$ cat src/mm_pkg.sv
// Package for the matrix multiply block: payload types, command and status
// structs, opcodes and register indexes. Depends on nothing.
`default_nettype none

package mm_pkg;

    localparam int DIM_LIMIT  = 8;
    localparam int ST_ADDR_W  = $clog2(DIM_LIMIT * DIM_LIMIT);
    localparam int CFG_IDX_W  = 2;
    localparam int CFG_DATA_W = 4;
    localparam int ELEM_W     = 32;
    localparam int PROD_W     = 2 * ELEM_W;
    localparam int ACC_W      = PROD_W + 3;
    localparam int FRAC_W     = 16;

    localparam logic [1:0] OP_WR_A    = 2'd0;
    localparam logic [1:0] OP_WR_B    = 2'd1;
    localparam logic [1:0] OP_COMPUTE = 2'd2;

    localparam logic [CFG_IDX_W-1:0] REG_ROWS_A = 2'd0;
    localparam logic [CFG_IDX_W-1:0] REG_INNER  = 2'd1;
    localparam logic [CFG_IDX_W-1:0] REG_COLS_B = 2'd2;

    typedef struct packed {
        logic [1:0]               opcode;
        logic [2:0]               row_index;
        logic [2:0]               col_index;
        logic signed [ELEM_W-1:0] element_value;
    } t_in_item;

    typedef struct packed {
        logic [2:0]               out_row;
        logic [2:0]               out_col;
        logic signed [ELEM_W-1:0] product_value;
        logic                     saturated;
        logic                     last;
    } t_out_item;

    typedef struct packed {
        logic [CFG_IDX_W-1:0]  index;
        logic [CFG_DATA_W-1:0] data;
    } t_cfg_item;

    typedef struct packed {
        logic                     wr_a;
        logic                     wr_b;
        logic [ST_ADDR_W-1:0]     wr_addr;
        logic signed [ELEM_W-1:0] wr_data;
        logic                     rd_valid;
        logic                     rd_first;
        logic                     rd_last;
        logic [ST_ADDR_W-1:0]     rd_addr_a;
        logic [ST_ADDR_W-1:0]     rd_addr_b;
        logic [2:0]               row;
        logic [2:0]               col;
        logic                     last;
    } t_dp_cmd;

    typedef struct packed {
        logic out_full;
        logic res_done;
    } t_dp_status;

endpackage

`default_nettype wire

$ cat src/mm_chan_if.sv
// Valid/ready channel interface carrying one payload of a given type.
// Used for the input, output and configuration channels; no dependencies.
`default_nettype none

interface mm_chan_if #(
    parameter type t_payload = logic
);
    logic     valid;
    logic     ready;
    t_payload payload;

    modport source (output valid, output payload, input ready);
    modport sink   (input valid, input payload, output ready);
endinterface

`default_nettype wire

$ cat src/mm_datapath.sv
// Datapath of the matrix multiply block: A and B element stores, the
// multiply-accumulate pipeline, rounding, saturation and the output register.
// Depends on mm_pkg and mm_chan_if.
`default_nettype none

module mm_datapath #(
    parameter int MAX_DIM = 8
) (
    input  logic               i_clk,
    input  logic               i_rst_n,
    input  mm_pkg::t_dp_cmd    i_cmd,
    output mm_pkg::t_dp_status o_status,
    mm_chan_if.source          o_out
);
    import mm_pkg::*;

    localparam int Depth = MAX_DIM * MAX_DIM;
    localparam int AW    = (Depth > 1) ? $clog2(Depth) : 1;
    localparam int QW    = ACC_W - FRAC_W;
    localparam logic signed [ACC_W-1:0] RoundHalf = ACC_W'(1) <<< (FRAC_W - 1);
    localparam logic signed [ELEM_W-1:0] ElemMax = {1'b0, {(ELEM_W-1){1'b1}}};
    localparam logic signed [ELEM_W-1:0] ElemMin = {1'b1, {(ELEM_W-1){1'b0}}};

    logic signed [ELEM_W-1:0] r_a_mem [Depth];
    logic signed [ELEM_W-1:0] r_b_mem [Depth];

    logic signed [ELEM_W-1:0] r_a_rd;
    logic signed [ELEM_W-1:0] r_b_rd;
    logic                     r_v1, r_f1, r_l1;
    logic signed [PROD_W-1:0] r_prod;
    logic signed [PROD_W-1:0] n_prod;
    logic                     r_v2, r_f2, r_l2;
    logic signed [ACC_W-1:0]  r_acc, n_acc;
    logic                     r_v3;
    logic                     r_out_valid;
    t_out_item                r_out_data;
    t_out_item                n_out_data;

    logic signed [ACC_W-1:0]  w_rnd;
    logic [QW-1:0]            w_q;
    logic                     w_fits;

    assign n_prod = r_a_rd * r_b_rd;
    assign n_acc  = r_f2 ? ACC_W'(r_prod) : r_acc + ACC_W'(r_prod);

    assign w_rnd  = r_acc + RoundHalf;
    assign w_q    = w_rnd[ACC_W-1:FRAC_W];
    assign w_fits = (w_q[QW-1:ELEM_W-1] == '0) || (w_q[QW-1:ELEM_W-1] == '1);

    always_comb begin
        n_out_data.out_row       = i_cmd.row;
        n_out_data.out_col       = i_cmd.col;
        n_out_data.last          = i_cmd.last;
        n_out_data.saturated     = !w_fits;
        if (w_fits) begin
            n_out_data.product_value = w_q[ELEM_W-1:0];
        end else begin
            n_out_data.product_value = w_q[QW-1] ? ElemMin : ElemMax;
        end
    end

    always_ff @(posedge i_clk) begin
        if (i_cmd.wr_a) begin
            r_a_mem[i_cmd.wr_addr[AW-1:0]] <= i_cmd.wr_data;
        end
        if (i_cmd.wr_b) begin
            r_b_mem[i_cmd.wr_addr[AW-1:0]] <= i_cmd.wr_data;
        end
        r_a_rd <= r_a_mem[i_cmd.rd_addr_a[AW-1:0]];
        r_b_rd <= r_b_mem[i_cmd.rd_addr_b[AW-1:0]];
        r_f1   <= i_cmd.rd_first;
        r_l1   <= i_cmd.rd_last;
        r_prod <= n_prod;
        r_f2   <= r_f1;
        r_l2   <= r_l1;
        if (r_v2) begin
            r_acc <= n_acc;
        end
        if (r_v3) begin
            r_out_data <= n_out_data;
        end
    end

    always_ff @(posedge i_clk) begin
        if (!i_rst_n) begin
            r_v1        <= 1'b0;
            r_v2        <= 1'b0;
            r_v3        <= 1'b0;
            r_out_valid <= 1'b0;
        end else begin
            r_v1 <= i_cmd.rd_valid;
            r_v2 <= r_v1;
            r_v3 <= r_v2 && r_l2;
            if (r_v3) begin
                r_out_valid <= 1'b1;
            end else if (o_out.ready) begin
                r_out_valid <= 1'b0;
            end
        end
    end

    assign o_out.valid       = r_out_valid;
    assign o_out.payload     = r_out_data;
    assign o_status.out_full = r_out_valid;
    assign o_status.res_done = r_v3;

endmodule

`default_nettype wire

$ cat src/flat_wrapper.sv
// flat-port wrapper written by rule: the top's interface ports become plain ports
module mm_datapath_flat import mm_pkg::*;
#(
    parameter int MAX_DIM = 8
)
  (i_clk, i_rst_n, i_cmd, o_status, o_out_valid, o_out_payload, o_out_ready);
  mm_chan_if o_out_i ();
  input  logic i_clk;
  input  logic i_rst_n;
  input  mm_pkg::t_dp_cmd i_cmd;
  output mm_pkg::t_dp_status o_status;
  output wire logic [$bits(o_out_i.valid)-1:0] o_out_valid;
  output wire logic [$bits(o_out_i.payload)-1:0] o_out_payload;
  input wire logic [$bits(o_out_i.ready)-1:0] o_out_ready;
  assign o_out_valid = o_out_i.valid;
  assign o_out_payload = o_out_i.payload;
  assign o_out_i.ready = o_out_ready;
  mm_datapath #(.MAX_DIM(MAX_DIM)) u_core (.i_clk(i_clk), .i_rst_n(i_rst_n), .i_cmd(i_cmd), .o_status(o_status), .o_out(o_out_i));
endmodule
$ cat config.mk
export PLATFORM = sky130hd
export DESIGN_NAME = mm_datapath_flat
export DESIGN_NICKNAME = d
export VERILOG_FILES = /design/src/mm_pkg.sv /design/src/mm_chan_if.sv /design/src/mm_datapath.sv /design/src/flat_wrapper.sv
export SDC_FILE = /design/constraint.sdc
export NUM_CORES = 1
export LEC_CHECK = 0
export ABC_CLOCK_PERIOD_IN_PS = 800
export BUFFER_PORTS_ARGS = -buffer_cell sky130_fd_sc_hd__buf_2
export CORE_AREA = 2 2 39 41
export DETAILED_ROUTE_END_ITERATION = 6
export DIE_AREA = 0 0 41 43
export PLACE_DENSITY = 0.82
export SKIP_CTS_REPAIR_TIMING = 1
export SLEW_MARGIN = 25
export SYNTH_ARGS = -nofsm -noshare
export SYNTH_HDL_FRONTEND = slang
export SYNTH_SLANG_ARGS = --single-unit
$ cat constraint.sdc
create_clock -name i_clk -period 0.8 [get_ports i_clk]
set_input_delay 0.12 -clock i_clk [delete_from_list [all_inputs] [get_ports i_clk]]
set_output_delay 0.12 -clock i_clk [all_outputs]
set_load 0.01 [all_outputs]
==> qor.yml, run 1 <==
syn_area_um2: 205
switching_share: 0.189
timing_worst_slew_pin_value_ns: 0.0779
worst_skew_pair.late_latency_ns: 0.25
path_cells: "buf_2"
clk_pin_slew_worst_paths_ns: 0.05
irDropWorstVdd_mv: 1.03
clock_network_fraction_of_design_power: 0.436
place_ws_ns: 0.121
port-buffer-count: 9
postLayoutCoreUtil: 0.231
grt.total_usage: 0.0482
layout_worst_path_cycle_share: 1.07
power.share.combinational: 0.044
power.static_leakage_nw: 0.143
tmin_final_ns: 0.855
crit_path_buffers_inverters: 1
synth-seq-cells: 7
initial_utilization: 0.148
kind_of_path_behind_the_tightest_hold_check: "in -> reg"
antenna_violating_nets_post_route: 0
max_cap_violations: 0
seq_area_um2: 153
share_of_synthesized_area_occupied_by_flip_flops_and_latches: 0.732
yosysTopAreaCell: "sky130_fd_sc_hd__dfxtp_1"
power_density_mw_per_mm2: 2230
power_switching_mw: 0.135
fp-row-count: 14
clock_tree_from_tritoncts: "done"
design.core.area_mm2: 0.00138
layout-drive-gt1-share: 0.593
num_vias: 137
numClockSinks: 7
cts-htree-levels: 1
synth.distinct_cells: 7
worstSetupEndpointType: "output pin"
critical-path-max-stage-delay_ns: 0.35
critPathRequiredTime_ns: 0.68
power_mw: 0.716
vias_per_cell: 3.19
floorplan.die.height_um: 43
yosysTopAreaCellShare: 0.585
tritoncts.num_buffers: 3
wire_length_of_the_first_global_routing_pass_um: 427
yosys_warning_count: 0
die_width_um: 41
filler_cell_count_in_the_final_layout: 141
report.final.hold_viol_count: 0
critical_path.startpoint_type: "flip-flop"
drt_drc_violations_left: 0
cts-root-to-sink-buffers: 2
number_of_antenna_violations_at_the_first_check_in_global_routing: 0
result_of_the_run: "finished with violations"
multi_input_comb_area_um2: 40.0
intPower_mw: 0.580
gr-total-overflow: 0
timing.slew.headroom: 0.948
clock_tree.root_cell: "sky130_fd_sc_hd__clkbuf_4"
syn_avg_cell_area_um2: 14.7
die_area_mm2: 0.00176
drt_pass1_iterations: 2
gpl.final_weighted_congestion: 0.512
worst-path-max-fanout: 1
area.growth.synth_to_final_pct: 56.1
antenna-diode-count: 0
grt_max_degree: 5
synthesized_netlist_cell_count: 14
slowest_stage: "sky130_fd_sc_hd__edfxtp_1"
grt_pass1_vias: 119
report.final.slew_viol_count: 0
cp_top_family: "flip-flops"
cp.arrival_ns: 0.74
report.final.setup_viol: 3
syn_nets: 79
power.sequential.fraction: 0.520
upper_clock_frequency_limit_mhz: 1170
timing.setup.critical_path_class: "reg -> out"
synth.area.top_cells: "sky130_fd_sc_hd__dfxtp_1, sky130_fd_sc_hd__edfxtp_1, sky130_fd_sc_hd__buf_4"
total_nets_final: 93
number_of_drc_markers_after_the_initial_detailed_route_iteration: 1
route.final.wire_length_um: 292
boundaryPins: 69
layout_setup_ws_ns: -0.0555
finClkSkew_ns: 0.00462
post_drt_wl_per_cell_um: 6.79
rsz0062_at_grt: "yes"
violations_in_the_final_reports: "setup timing"
-- worst paths after layout --
kind	from	end	cells past startpoint	slack [ns]
worst min-delay path	i_cmd[0]	u_core.o_out.payload	1	0.05
worst min register to register	u_core.r_l1	u_core.r_l2	0	0.32
worst max-delay path	u_core.o_out.payload	o_out_payload	1	-0.06
worst max register to register	u_core.r_v3	u_core.o_out.valid	2	0.08
-- cells in the mapped netlist --
cell,n
sky130_fd_sc_hd__and2_1,2
sky130_fd_sc_hd__and3_1,1
sky130_fd_sc_hd__buf_4,2
sky130_fd_sc_hd__dfxtp_1,6
sky130_fd_sc_hd__edfxtp_1,1
sky130_fd_sc_hd__nor2b_4,1
sky130_fd_sc_hd__o21a_1,1
-- layout make-up --
type | instances | share of cell area
tap | 16 | 0.0625
timing repair buffer | 11 | 0.254
clock buffer | 4 | 0.0820
sequential | 7 | 0.477
multi-input combinational | 5 | 0.125
-- per-stage QoR --
stage               hold WS (ns)  cell area (µm²)  cells  TNS, ns
floorplan                  0.148              205     14        0
global placement           0.224              255     37        0
detailed placement         0.226              255     37        0
CTS                      -0.0338              282     41   -0.232
global route              0.0284              320     43   -0.280
finish                    0.0492              320     43  -0.0916
-- power groups by stage --
stage / Clock (mW) / Combinational [mW] / Sequential, mW
finish: 0.312 / 0.0312 / 0.372
global route: 0.373 / 0.0353 / 0.373
CTS: 0.330 / 0.0244 / 0.372
detailed placement: 0 / 0.0244 / 0.379
global placement: 0 / 0.0231 / 0.379
floorplan: 0 / 0.00788 / 0.379
-- metal layers --
layer | GRT usage | routed length (µm) | up-vias
met5 | 0 | 0 | -
met4 | 0.0200 | 0 | 0
met3 | 0.0942 | 77 | 0
met2 | 0.0531 | 116 | 13
met1 | 0.0322 | 98 | 55
li1 | - | - | 69
-- kinds of logic after synthesis --
logic type / after synthesis / synth area share
AOI/OAI and AO/OA: 1 / 0.0366
buffers and inverters: 2 / 0.0731
DFF: 7 / 0.732
and+or+nand+nor: 4 / 0.159
-- registers in the layout, indices dropped and copies added, names as in the netlist --
register              count
u_core.r_l2               1
u_core.o_out.payload      1
u_core.r_l1               1
u_core.r_v2               1
u_core.r_v3               1
u_core.o_out.valid        1
u_core.r_v1               1
-- cells in the final DEF (no fill, tap or decap) --
cell type                       n
sky130_fd_sc_hd__nor2b_4        1
sky130_fd_sc_hd__buf_6          3
sky130_fd_sc_hd__clkbuf_4       3
sky130_fd_sc_hd__dfxtp_2        2
sky130_fd_sc_hd__dlygate4sd3_1  1
sky130_fd_sc_hd__and3_1         1
sky130_fd_sc_hd__and2_1         2
sky130_fd_sc_hd__dfxtp_1        4
sky130_fd_sc_hd__buf_4          1
sky130_fd_sc_hd__buf_2          6
sky130_fd_sc_hd__clkbuf_1       1
sky130_fd_sc_hd__edfxtp_1       1
sky130_fd_sc_hd__o21a_1         1
Power figures use the tool's default switching activity.
==> inputs of run 2 (changes only) <==
Settings changed: CTS_BUF_LIST from default to sky130_fd_sc_hd__clkbuf_4 sky130_fd_sc_hd__clkbuf_8.
==> run 2 against run 1 <==
Register-to-register slack barely moved; clock-buffer cell count unchanged; via count rose by 0.73%; the flow still finishes with violations (setup timing); cell count unchanged; sequential share of layout area fell by 0.55 points; utilization rose by 0.27 points; highest routed layer unchanged; largest cell class unchanged; hold slack got worse by 0.0013 ns; final area grew 1.2%; first-iteration DRC count is the same; sequential power barely moved; critical path depth stayed put.
==> qor.yml, run 2 (synthesized netlist as in run 1, its figures left out) <==
gpl.final_weighted_congestion: 0.512  # unchanged
worst-path-max-fanout: 1  # unchanged
report.final.setup_viol: 3  # unchanged
clk_pin_slew_worst_paths_ns: 0.05  # about the same
power_mw: 0.751  # was 0.716 mW
power_density_mw_per_mm2: 2320  # was 2230 mW/mm²
critical-path-max-stage-delay_ns: 0.35  # about the same
report.final.hold_viol_count: 0  # unchanged
layout.cells.most_common: "sky130_fd_sc_hd__buf_2"  # unchanged
cp.arrival_ns: 0.74  # about the same
timing.hold.ws_ns: 0.0479  # was 0.0492 ns
vias_per_cell: 3.21  # was 3.19
fp-row-count: 14  # unchanged
slowest_stage: "sky130_fd_sc_hd__edfxtp_1"  # unchanged
num_vias: 138  # was 137
area.growth.synth_to_final_pct: 57.9  # was 56.1%
wire_length_of_the_first_global_routing_pass_um: 427  # unchanged
die_width_um: 41  # unchanged
route.final.wire_length_um: 296  # was 292 µm
grt_pass1_vias: 119  # unchanged
layout-drive-gt1-share: 0.630  # was 0.593
report.final.slew_viol_count: 0  # unchanged
cts-htree-levels: 1  # unchanged
met1_routed_wirelength_after_detailed_routing_um: 97  # was 98 µm
cts-root-to-sink-buffers: 2  # unchanged
critPathRequiredTime_ns: 0.68  # about the same
kind_of_path_behind_the_tightest_hold_check: "in -> reg"  # unchanged
result_of_the_run: "finished with violations"  # unchanged
timing.setup.critical_path_class: "reg -> out"  # unchanged
filler_cell_count_in_the_final_layout: 142  # was 141
timing.slew.headroom: 0.948  # about the same
path_cells: "buf_2"  # unchanged
worst_skew_pair.late_latency_ns: 0.25  # about the same
grt.total_usage: 0.0482  # unchanged
max_cap_violations: 0  # unchanged
total_nets_final: 93  # unchanged
highest_metal_used: "met3"  # unchanged
die_area_mm2: 0.00176  # unchanged
initial_utilization: 0.148  # unchanged
floorplan.die.height_um: 43  # unchanged
postLayoutCoreUtil: 0.234  # was 0.231
gr-total-overflow: 0  # unchanged
design.core.area_mm2: 0.00138  # unchanged
worstSetupEndpointType: "output pin"  # unchanged
clock_tree_from_tritoncts: "done"  # unchanged
antenna-diode-count: 0  # unchanged
postLayoutCellArea_um2: 324  # was 320 µm²
rsz0062_at_grt: "yes"  # unchanged
place_ws_ns: 0.121  # unchanged
layout_setup_ws_ns: -0.0568  # was -0.0555 ns
dr_wl_met3_um: 77  # unchanged
crit_path_buffers_inverters: 1  # unchanged
dr_wl_met2_um: 121  # was 116 µm
post_drt_wl_per_cell_um: 6.88  # was 6.79 µm
finClkSkew_ns: 0.00554  # was 0.00462 ns
timing_worst_slew_pin_value_ns: 0.0779  # about the same
drt_pass1_iterations: 2  # unchanged
tmin_final_ns: 0.857  # was 0.855 ns
critical_path.startpoint_type: "flip-flop"  # unchanged
number_of_antenna_violations_at_the_first_check_in_global_routing: 0  # unchanged
irDropWorstVdd_mv: 1.01  # was 1.03 mV
antenna_violating_nets_post_route: 0  # unchanged
tritoncts.num_buffers: 3  # unchanged
finish.cell_count_without_fillers: 43  # unchanged
cp_top_family: "flip-flops"  # unchanged
clock_tree.root_cell: "sky130_fd_sc_hd__clkbuf_4"  # unchanged
port-buffer-count: 9  # unchanged
postPlaceCellArea_um2: 255  # unchanged
numClockSinks: 7  # unchanged
violations_in_the_final_reports: "setup timing"  # unchanged
number_of_drc_markers_after_the_initial_detailed_route_iteration: 1  # unchanged
layout_common_cells: "sky130_fd_sc_hd__buf_2, sky130_fd_sc_hd__clkbuf_4, sky130_fd_sc_hd__dfxtp_1"  # was sky130_fd_sc_hd__buf_2, sky130_fd_sc_hd__dfxtp_1, sky130_fd_sc_hd__clkbuf_4, sky130_fd_sc_hd__buf_6
final.setup.tns_ns: -0.0955  # was -0.0916 ns
grt_max_degree: 5  # unchanged
upper_clock_frequency_limit_mhz: 1170  # about the same
drt_drc_violations_left: 0  # unchanged
power.static_leakage_nw: 0.146  # was 0.143 nW
boundaryPins: 69  # unchanged
dp.cells: 37  # unchanged
layout_worst_path_cycle_share: 1.07  # about the same
==> run 2: cell types whose count changed in the layout (fill, tap and decap cells not counted) <==
cell | before | now
sky130_fd_sc_hd__clkbuf_1 | 1 | 0
sky130_fd_sc_hd__clkbuf_4 | 3 | 4
==> run 2: cell type report <==
type	count	area (µm²)	area share
flip-flops and latches	7	153	0.471
repair buffers	11	81.3	0.251
multi-input cells	5	40.0	0.124
clock buffers	4	30.0	0.0927
well taps	16	20.0	0.0618
==> run 2: worst paths after layout <==
check | cells past startpoint | endpoint | from | slack (ns)
worst max-delay path | 1 | o_out_payload | u_core.o_out.payload | -0.06
worst min-delay path | 1 | u_core.o_out.payload | i_cmd[0] | 0.05
worst max register to register | 2 | u_core.o_out.valid | u_core.r_v3 | 0.08
worst min register to register | 0 | u_core.r_l2 | u_core.r_l1 | 0.32
==> run 2: power breakdown <==
part	internal [mW]	switching, mW
logic	0.0209	0.0103
clock network	0.224	0.124
registers	0.370	0.00276
==> run 2: layer usage <==
metal | track usage | up-vias
met5 | 0 | -
met4 | 0.0200 | 0
met3 | 0.0942 | 0
met2 | 0.0531 | 13
met1 | 0.0322 | 56
li1 | - | 69
